$ cat src/design/assert_macros.svh
// Assertion shorthands shared by the RTL. All of them sample on clk_i and
// are held off while rst_ni is low.
`ifndef ASSERT_MACROS_SVH
`define ASSERT_MACROS_SVH

// cond must hold at every edge
`define POT_ASSERT(lbl, cond, msg) \
  lbl: assert property (@(posedge clk_i) disable iff (!rst_ni) (cond)) else $error(msg);

// pre implies post in the same cycle
`define POT_ASSERT_IMP(lbl, pre, post, msg) \
  lbl: assert property (@(posedge clk_i) disable iff (!rst_ni) (pre) |-> (post)) \
    else $error(msg);

// pre implies post in the next cycle
`define POT_ASSERT_NXT(lbl, pre, post, msg) \
  lbl: assert property (@(posedge clk_i) disable iff (!rst_ni) (pre) |=> (post)) \
    else $error(msg);

`endif

$ cat src/design/pot_pkg.sv
package pot_pkg;

  localparam int unsigned MAX_PAGES       = 4096;
  localparam int unsigned CHUNK_PAGES     = 64;
  localparam int unsigned MAX_OWNER_SLOTS = 64;
  localparam int unsigned NUM_CHUNKS      = (MAX_PAGES + CHUNK_PAGES - 1) / CHUNK_PAGES;
  localparam int unsigned PAGE_AW         = $clog2(MAX_PAGES);
  localparam int unsigned SLOT_AW         = $clog2(MAX_OWNER_SLOTS);
  localparam int unsigned CHUNK_AW        = $clog2(NUM_CHUNKS);
  localparam int unsigned QDEPTH          = 2;

  localparam logic [7:0]  NO_SLOT   = 8'hff;
  localparam logic [12:0] PAGES_RST = 13'd4096;
  localparam logic [6:0]  SLOTS_RST = 7'd64;

  // config register indexes
  localparam logic CFG_PAGES = 1'b0;
  localparam logic CFG_SLOTS = 1'b1;

  typedef enum logic [2:0] {
    FN_ALLOC   = 3'd0,
    FN_FREE    = 3'd1,
    FN_COMMIT  = 3'd2,
    FN_CHECK   = 3'd3,
    FN_RELEASE = 3'd4
  } func_e;

  typedef enum logic [2:0] {
    ST_OK        = 3'd0,
    ST_RANGE     = 3'd1,
    ST_BUSY      = 3'd2,
    ST_NO_SLOT   = 3'd3,
    ST_NOT_OWNER = 3'd4,
    ST_BAD_OP    = 3'd5
  } status_e;

  // work the back end has to do; CMD_REPLY answers with the status set by the front end
  typedef enum logic [2:0] {
    CMD_ALLOC   = 3'd0,
    CMD_FREE    = 3'd1,
    CMD_COMMIT  = 3'd2,
    CMD_CHECK   = 3'd3,
    CMD_RELEASE = 3'd4,
    CMD_REPLY   = 3'd5
  } cmd_kind_e;

  typedef struct packed {
    cmd_kind_e   kind;
    status_e     status;
    logic [15:0] tag;
    logic [11:0] first;
    logic [12:0] count;
    logic [12:0] last;   // first + count, valid for alloc / free
  } cmd_t;

  typedef struct packed {
    logic [7:0]  slot;
    logic [31:0] gen;
  } page_ent_t;

  typedef struct packed {
    logic        valid;
    logic [15:0] tag;
    logic [31:0] gen;
    logic [12:0] refs;
  } slot_ent_t;

  typedef struct packed {
    logic [63:0] seq;
    logic        in_range;
    logic        owned;
    logic [5:0]  slot;
    status_e     status;
  } result_t;

endpackage

$ cat src/design/pot_front.sv
module pot_front (
  input  logic          clk_i,
  input  logic          rst_ni,
  input  logic          s_axis_tvalid,
  output logic          s_axis_tready,
  input  logic [47:0]   s_axis_tdata,
  input  logic [2:0]    s_axis_tuser,
  input  logic          init_done_i,
  input  logic [12:0]   np_i,
  output logic          cmd_valid_o,
  input  logic          cmd_ready_i,
  output pot_pkg::cmd_t cmd_o
);

  localparam int unsigned PW = $clog2(pot_pkg::QDEPTH);
  localparam int unsigned CW = $clog2(pot_pkg::QDEPTH + 1);

  logic [15:0]   tag;
  logic [11:0]   first;
  logic [12:0]   count;
  logic [13:0]   last_w;
  pot_pkg::cmd_t cls;
  logic          push, pop;

  pot_pkg::cmd_t q_q [pot_pkg::QDEPTH];
  logic [PW-1:0] wr_q, wr_d, rd_q, rd_d;
  logic [CW-1:0] cnt_q, cnt_d;

  assign tag    = s_axis_tdata[15:0];
  assign first  = s_axis_tdata[27:16];
  assign count  = s_axis_tdata[40:28];
  assign last_w = {2'b00, first} + {1'b0, count};

  // classify: range checks are settled here, the back end only walks
  always_comb begin
    cls        = '0;
    cls.kind   = pot_pkg::CMD_REPLY;
    cls.status = pot_pkg::ST_OK;
    cls.tag    = tag;
    cls.first  = first;
    cls.count  = count;
    cls.last   = last_w[12:0];
    case (s_axis_tuser)
      pot_pkg::FN_ALLOC, pot_pkg::FN_FREE: begin
        if (count != 13'd0) begin
          if (last_w > {1'b0, np_i}) begin
            cls.status = pot_pkg::ST_RANGE;
          end else if (s_axis_tuser == pot_pkg::FN_ALLOC) begin
            cls.kind = pot_pkg::CMD_ALLOC;
          end else begin
            cls.kind = pot_pkg::CMD_FREE;
          end
        end
      end
      pot_pkg::FN_COMMIT: begin
        cls.kind = pot_pkg::CMD_COMMIT;
      end
      pot_pkg::FN_CHECK: begin
        if ({1'b0, first} < np_i) begin
          cls.kind = pot_pkg::CMD_CHECK;
        end else begin
          cls.status = pot_pkg::ST_RANGE;
        end
      end
      pot_pkg::FN_RELEASE: begin
        cls.kind = pot_pkg::CMD_RELEASE;
      end
      default: begin
        cls.status = pot_pkg::ST_BAD_OP;
      end
    endcase
  end

  assign s_axis_tready = init_done_i && (cnt_q != CW'(pot_pkg::QDEPTH));
  assign push          = s_axis_tvalid && s_axis_tready;
  assign cmd_valid_o   = (cnt_q != '0);
  assign pop           = cmd_valid_o && cmd_ready_i;
  assign cmd_o         = q_q[rd_q];

  always_comb begin
    wr_d  = push ? PW'(wr_q + PW'(1)) : wr_q;
    rd_d  = pop  ? PW'(rd_q + PW'(1)) : rd_q;
    cnt_d = CW'(cnt_q + CW'(push) - CW'(pop));
  end

  always_ff @(posedge clk_i or negedge rst_ni) begin
    if (!rst_ni) begin
      wr_q  <= '0;
      rd_q  <= '0;
      cnt_q <= '0;
    end else begin
      wr_q  <= wr_d;
      rd_q  <= rd_d;
      cnt_q <= cnt_d;
    end
  end

  always_ff @(posedge clk_i) begin
    if (push) begin
      q_q[wr_q] <= cls;
    end
  end

endmodule

$ cat config.mk
export PLATFORM = sky130hd
export DESIGN_NAME = pot_front
export DESIGN_NICKNAME = d
export VERILOG_FILES = /design/src/design/assert_macros.svh /design/src/design/pot_pkg.sv /design/src/design/pot_front.sv
export SDC_FILE = /design/constraint.sdc
export NUM_CORES = 1
export LEC_CHECK = 0
export ABC_AREA = 1
export BUFFER_PORTS_ARGS = -buffer_cell sky130_fd_sc_hd__buf_4
export CAP_MARGIN = 10
export CORE_ASPECT_RATIO = 2
export CORE_MARGIN = 3
export CORE_UTILIZATION = 50
export CTS_BUF_LIST = sky130_fd_sc_hd__clkbuf_8
export CTS_CLUSTER_DIAMETER = 120
export CTS_CLUSTER_SIZE = 20
export DETAILED_ROUTE_END_ITERATION = 6
export PLACE_DENSITY_LB_ADDON = 0.25
export REMOVE_ABC_BUFFERS = 1
export SYNTH_ARGS = -nofsm -noshare
export SYNTH_HDL_FRONTEND = slang
export SYNTH_SLANG_ARGS = --single-unit
export TNS_END_PERCENT = 20
$ cat constraint.sdc
create_clock -name clk_i -period 4.79 [get_ports clk_i]
set_clock_uncertainty 0.15 [all_clocks]
set_input_delay 0.2395 -clock clk_i [delete_from_list [all_inputs] [get_ports clk_i]]
set_output_delay 0.2395 -clock clk_i [all_outputs]
set_load 0.05 [all_outputs]
==> flow_summary_export.csv, run 1 <==
group,metric,value,unit
finish,nets,841,
clock_network,cts.sinks,122,
setup_path,end_kind,"flip-flop",
setup_path,crit_family,"simple AND/OR/NAND/NOR gates",
sta,finalCriticalPeriod,3530,ps
sta,finalWorstSetupSlack,1260,ps
logic_synthesis,synth_area,0.005817,mm²
logic_synthesis,synth_cell_types,31,
logic_synthesis,yosys.area.top_type,"edfxtp_1",
setup_path,crit_path_frequent_cell,"nand2_1",
global_route,grt.total_usage,0.2271,
global_route,grt_first_pass_wirelength,21700,µm
sta,rsz0062_at_grt,"no",
global_route,grt_max_degree,61,
finish,layout_commonest_cell,"nand2_1",
setup_path,critPathMaxStageDelay,540,ps
floorplan,core,0.01135,mm²
sta,finalSetupViolations,0,
sta,tightestPinTransition,1087,ps
logic_synthesis,ys_seq_area_frac,0.6264,
clock_network,cts_resized,0,
power_and_ir_drop,power.total,4.276,mW
logic_synthesis,synthCells,556,
setup_path,critPathLaunchType,"input port",
clock_network,cts-root-buf,"clkbuf_8",
setup_path,crit_fanout,4,
floorplan,die_h,158.5,µm
sta,hold_violations,0,
detailed_routing,dr.pass1.iters,4,
logic_synthesis,synth_flop_cell,"edfxtp_1",
finish,multiInputGateArea,0.001971,mm²
floorplan,die-area,0.01304,mm²
worst_hold_path,worstHoldPathType,"in -> reg",
clock_network,cts_tree,"yes",
place,gp_congestion,0.8889,
place,dp_hpwl,9701,µm
global_route,grt_pass1_vias,4665,
finish,syn_to_final_growth,32.44,%
detailed_routing,post_drt_wl_per_cell,15.71,µm
power_and_ir_drop,p_leak,3.520,nW
finish,utilization,0.6785,
global_route,antenna_found_initial,0,
finish,stdcell_count,888,
detailed_routing,drtIter0Drc,175,
detailed_routing,vias,4470,
sta,period_share,0.7370,
setup_path,slowest_stage,"dlygate4sd3_1",
clock_network,clock_path_buffers,2,
global_route,grt_overflow,0,
logic_synthesis,synthArstFlopShare,0.03279,
clock_network,htree_levels,4,
finish,antenna_cells,0,
floorplan,die_w,82.27,µm
clock_network,insertion_delay,420,ps
setup_path,required,4810,ps
run,max_cap_violations,0,
floorplan,ios,131,
place,dp_cells,810,
logic_synthesis,avgSynthCellArea,10.46,µm²
setup_path,arrival,3550,ps
detailed_routing,route.final.wire_length,13950,µm
sta,clock.fmax,283.2,MHz
finish,final_cell_mix,"244 x nand2_1, 126 x buf_4, 118 x edfxtp_1",
finish,ff_latch_area,0.003645,mm²
logic_synthesis,synth_edf_count,118,
outcome,status,"complete, no violations",
setup_path,crit_type,"in -> reg",
floorplan,start_util,0.5123,
place,post-place-ws,1380,ps
finish,drive_gt1_frac,0.2239,
clock_network,clkSlewWorstSetupHoldPaths,80,ps
sta,maxSlewViolCount,0,
detailed_routing,viasPerCell,5.034,
clock_network,cts_buffers,17,
detailed_routing,drc_errors,0,
floorplan,num_rows,55,
place,io_buffers,122,
logic_synthesis,synth_top_area_frac,0.6092,
power_and_ir_drop,p_per_area,555.1,mW/mm²
setup_path,cp_num_buf_inv,2,
finish,fillers,908,
detailed_routing,final_antenna_net_count,0,
setup_path,path_cells,"dlygate4sd3_1 > buf_4 > ha_1 > fa_1 > nand3_1 > nand2_1 > nand2_1 > nand2_2 > nand3_2 > nand2_1 > xor2_1 > ha_1 > nand2_1 > nor2_1 > a21oi_1 > nand2_1 > nand2_1 > nand3_1 > nand2_1 > nand3_1",
logic_synthesis,yosysWarnings,0,
sta,slew-limit-headroom,0.2746,
power_and_ir_drop,ir_drop,0.4997,mV
logic_synthesis,yosys-top-cells-area,"edfxtp_1 61%, nand2_1 16%, ha_1 8.2%",
logic_synthesis,ys_seq_elements,122,
-- stage by stage --
| step | hold WS (ps) | TNS [ps] | instance area, µm² |
|---|---|---|---|
| 3_3_place_gp | -114.6 | 0 | 6897 |
| 2_1_floorplan | -206.1 | -34250 | 5757 |
| 6_report | 39.04 | 0 | 7704 |
| 5_1_grt | 22.68 | 0 | 7704 |
| 4_1_cts | 14.94 | 0 | 7704 |
| 3_5_place_dp | -112.7 | 0 | 6897 |
-- power breakdown --
| part | internal, mW | total, mW | switching [mW] |
|---|---|---|---|
| clock network | 0.400 | 0.803 | 0.403 |
| registers | 1.35 | 1.39 | 0.0384 |
| logic | 0.569 | 2.09 | 1.52 |
| total | 2.32 | 4.28 | 1.96 |
-- cell families after synthesis --
kind of cell             share of synthesized area
adder cells (fa/ha/maj)                    0.08518
AND/OR/NAND/NOR                             0.1972
XOR/XNOR                                   0.02108
flip-flops                                  0.6264
AO/OA/AOI/OAI                              0.03205
buffers and inverters                      0.03743
other                                    0.0006447
-- registers in the layout, indices dropped and copies added (netlist names) --
register  flops
cnt_q         2
wr_q          1
rd_q          1
q_q         118
-- synth_stat cells (4+ instances only) --
cell / instances
nand2_1: 244
edfxtp_1: 118
inv_1: 41
ha_1: 38
a21oi_1: 23
nor2_1: 21
nand3_1: 11
xor2_1: 11
clkbuf_1: 10
o21ai_0: 5
dfrtp_1: 4
-- layout make-up --
cell class,count,area share
multi-input combinational,378,0.2558
timing repair buffer,172,0.1826
clock inverter,15,0.01462
tap,142,0.02306
clock buffer,17,0.03037
inverter,42,0.02046
sequential,122,0.4731
-- what timing repair did --
item                                   4_1_cts  5_1_grt
hold buffers                                46        0
endpoints found under the hold margin       93        0
setup buffers                                0        0
-- final timing paths --
check,from,to,slack [ps],cells after the start
max in group asynchronous,rst_ni,rd_q,3740,3
max reg2reg,cnt_q[1],q_q[0][5],2140,4
min,s_axis_tuser[1],q_q[0][57],40,3
min in group asynchronous,rst_ni,cnt_q[1],570,3
min reg2reg,wr_q,wr_q,510,2
max,s_axis_tdata[16],q_q[1][59],1260,20
-- worst min-delay path: stages --
cell and delay, ps:
buf_4 100, a21oi_1 70, nand3_1 90
-- routing by layer --
layer | wire length [µm] | GRT usage | up-vias
met4 | 575 | 0.1133 | 0
met2 | 7979 | 0.4250 | 128
li1 | - | - | 2201
met5 | 0 | 0 | -
met1 | 4811 | 0.2218 | 2108
met3 | 580 | 0.05436 | 33
No activity file was read; power rests on OpenSTA's default activity.
==> run 2, diff against run 1 <==
Settings changed: ABC_AREA 1 to 0.
Clock period 4.79 ns to 3.62 ns, I/O delays scaled along.
==> run 2 against run 1 <==
Against the previous run: setup slack got worse by 1100 ps; clock power increased by 34%; cell count decreased by 20%; flip-flop and latch count unchanged; die area decreased by 3.1%; routed wire length decreased by 8.6%; critical endpoint is now q_q[1][54]; largest power group unchanged; highest routed layer unchanged.
==> flow_summary_export.csv, run 2 <==
group,metric,value,unit
floorplan,die-area,0.01264,mm²
floorplan,ios,131,
setup_path,path_cells,"buf_4 > ha_1 > fa_1 > a211oi_2 > o21ai_1 > a211o_1 > a31o_2 > a21oi_1 > xnor2_1 > ha_1 > nand3_1 > nor4_1 > a31o_2 > nand2_1 > a221o_1",
logic_synthesis,synth_edf_count,118,
power_and_ir_drop,p_seq_frac,0.363,
clock_network,cts_hold_buf,49,
detailed_routing,route.final.wire_length,12740,µm
sta,hold_violations,0,
clock_network,cts-root-buf,"clkbuf_8",
clock_network,cts_setup_buffers,0,
setup_path,slowest_stage,"fa_1",
logic_synthesis,ys_seq_area_frac,0.6474,
power_and_ir_drop,power.total,5.254,mW
logic_synthesis,synth_top_area_frac,0.6296,
finish,layout_commonest_cell,"buf_4",
sta,rsz0062_at_grt,"no",
floorplan,num_rows,54,
logic_synthesis,avgSynthCellArea,15.81,µm²
detailed_routing,drc_errors,0,
worst_hold_path,worstHoldPathType,"in -> reg",
global_route,grt_pass1_vias,3955,
finish,utilization,0.7016,
detailed_routing,vias,3711,
power_and_ir_drop,internal_power,3.157,mW
setup_path,end_kind,"flip-flop",
floorplan,die_w,81.02,µm
setup_path,crit_type,"in -> reg",
sta,period_share,0.9614,
logic_synthesis,yosysWarnings,0,
sta,tightestPinTransition,802.7,ps
detailed_routing,post_drt_wl_per_cell,17.97,µm
global_route,antenna_found_initial,0,
finish,final_cell_area,0.007680,mm²
logic_synthesis,synth_area,0.005628,mm²
logic_synthesis,yosys-top-cells-area,"edfxtp_1 63%, mux2_2 12%, ha_1 8.4%",
floorplan,core,0.01095,mm²
power_and_ir_drop,p_comb_frac,0.431,
setup_path,required,3630,ps
finish,syn_to_final_growth,36.46,%
finish,largest_reg_flops,118,
power_and_ir_drop,p_per_area,684.1,mW/mm²
finish,fillers,802,
run,max_cap_violations,0,
finish,drive_gt1_frac,0.4253,
logic_synthesis,synthCells,356,
clock_network,cts.sinks,122,
finish,largest_register,"q_q",
clock_network,clock_path_buffers,2,
detailed_routing,final_antenna_net_count,0,
global_route,grt_overflow,0,
finish,nets,664,
clock_network,insertion_delay,420,ps
place,dp_hpwl,8910,µm
power_and_ir_drop,p_leak,3.114,nW
floorplan,start_util,0.5142,
sta,maxSlewViolCount,0,
power_and_ir_drop,power_switching,2.097,mW
global_route,grt_max_degree,60,
place,io_buffers,122,
logic_synthesis,yosys.area.top_type,"edfxtp_1",
setup_path,critPathLaunchType,"input port",
sta,clock.fmax,287.3,MHz
sta,slew-limit-headroom,0.4649,
global_route,grt.total_usage,0.2120,
finish,final_cell_mix,"140 x buf_4, 118 x edfxtp_1, 59 x mux2_2",
sta,finalCriticalPeriod,3480,ps
logic_synthesis,ys_seq_elements,122,
clock_network,cts_resized,0,
finish,antenna_cells,0,
place,gp_congestion,0.8925,
setup_path,arrival,3490,ps
clock_network,clkSlewWorstSetupHoldPaths,70,ps
power_and_ir_drop,power_frac_clock,0.206,
sta,finalSetupViolations,0,
logic_synthesis,synthArstFlopShare,0.03279,
detailed_routing,viasPerCell,5.234,
clock_network,cts_tree,"yes",
logic_synthesis,synth_most_common_cell,"edfxtp_1",
logic_synthesis,synth_flop_cell,"edfxtp_1",
setup_path,critPathMaxStageDelay,430,ps
power_and_ir_drop,ir_drop,0.4437,mV
power_and_ir_drop,switching_share,0.3991,
clock_network,cts_buffers,17,
outcome,status,"complete, no violations",
clock_network,htree_levels,4,
detailed_routing,dr.pass1.iters,4,
detailed_routing,drtIter0Drc,181,
global_route,grt_first_pass_wirelength,19540,µm
finish,reg.largest.list,"q_q (118), cnt_q (2)",
floorplan,die_h,156.0,µm
setup_path,crit_fanout,3,
logic_synthesis,synth_cell_types,47,
place,placed_area,0.006830,mm²
logic_synthesis,synth_common_cells,"118 x edfxtp_1, 59 x mux2_2, 38 x ha_1",
-- run 2: cell types whose count changed in the layout (fill, tap and decap cells not counted), moves of 3 or more --
cell / change
a211oi_1: +3
a21o_1: +8
a21oi_1: -11
a221o_1: +3
a31o_2: +3
buf_4: +14
dlygate4sd3_1: +3
inv_1: -27
mux2_2: +59
nand2_1: -235
nand3_1: -8
nor2_1: -10
xnor2_1: +7
xor2_1: -7
-- run 2: worst paths after layout --
path / start / endpoint / slack (ps) / cells past startpoint
worst max-delay path: s_axis_tdata[16] / q_q[1][54] / 140 / 15
worst min-delay path: s_axis_tdata[17] / q_q[1][1] / 100 / 2
worst max register to register: cnt_q[1] / q_q[0][28] / 1350 / 4
worst min register to register: cnt_q[1] / cnt_q[1] / 370 / 1
max in group asynchronous: rst_ni / rd_q / 2620 / 3
min in group asynchronous: rst_ni / cnt_q[1] / 510 / 3
-- run 2: logic make-up (layout without fill, tap and decap cells) --
family,after synthesis,count (layout),synth area share
flops,122,122,0.6474
mux,59,59,0.1181
compound gates,54,54,0.06870
simple gates,42,42,0.03802
fa+ha+maj,39,39,0.08804
buf+inv,25,238,0.01734
xor+xnor,14,14,0.02179
other cells,1,1,0.0006663
-- run 2: power by group through the flow --
| stage | Sequential [mW] | Combinational (mW) | Clock [mW] |
|---|---|---|---|
| 5_1_grt | 1.93 | 2.39 | 1.18 |
| 3_5_place_dp | 1.94 | 2.24 | 0 |
| 3_3_place_gp | 1.93 | 2.21 | 0 |
| 6_report | 1.91 | 2.27 | 1.08 |
| 2_1_floorplan | 1.94 | 1.55 | 0 |
| 4_1_cts | 1.91 | 2.29 | 1.11 |
-- run 2: worst max-delay path: cells and delay by family --
family / cells / cell delay [ps]
AND/OR/NAND/NOR: 3 / 470
AO/OA/AOI/OAI: 7 / 1660
adder cells (fa/ha/maj): 3 / 940
XOR/XNOR: 1 / 120
buffers and inverters: 1 / 110
-- run 2: cell type report --
cell class	instances	area [µm²]	area share
Clock buffer	17	234.0	0.03047
Multi-Input combinational cell	209	1896	0.2468
Inverter	17	63.81	0.008309
Clock inverter	15	125.1	0.01629
Sequential cell	122	3645	0.4746
Tap cell	140	175.2	0.02281
Timing Repair Buffer	189	1541	0.2007
-- run 2: layer usage --
layer | GRT usage | wire length, µm
met1 | 0.2072 | 4303
met3 | 0.05087 | 546
met2 | 0.4056 | 7645
met5 | 0 | 0
met4 | 0.08944 | 246
-- run 2: stage by stage --
stage               TNS [ps]  std cells  hold WS [ps]  setup slack (ps)
finish                     0        709         97.03             139.9
global route               0        709         77.74             16.04
global placement      -275.9        628        -170.3            -138.0
floorplan             -93520        348        -264.6             -1429
detailed placement    -812.4        628        -169.6            -221.9
CTS                        0        709         74.49             207.0
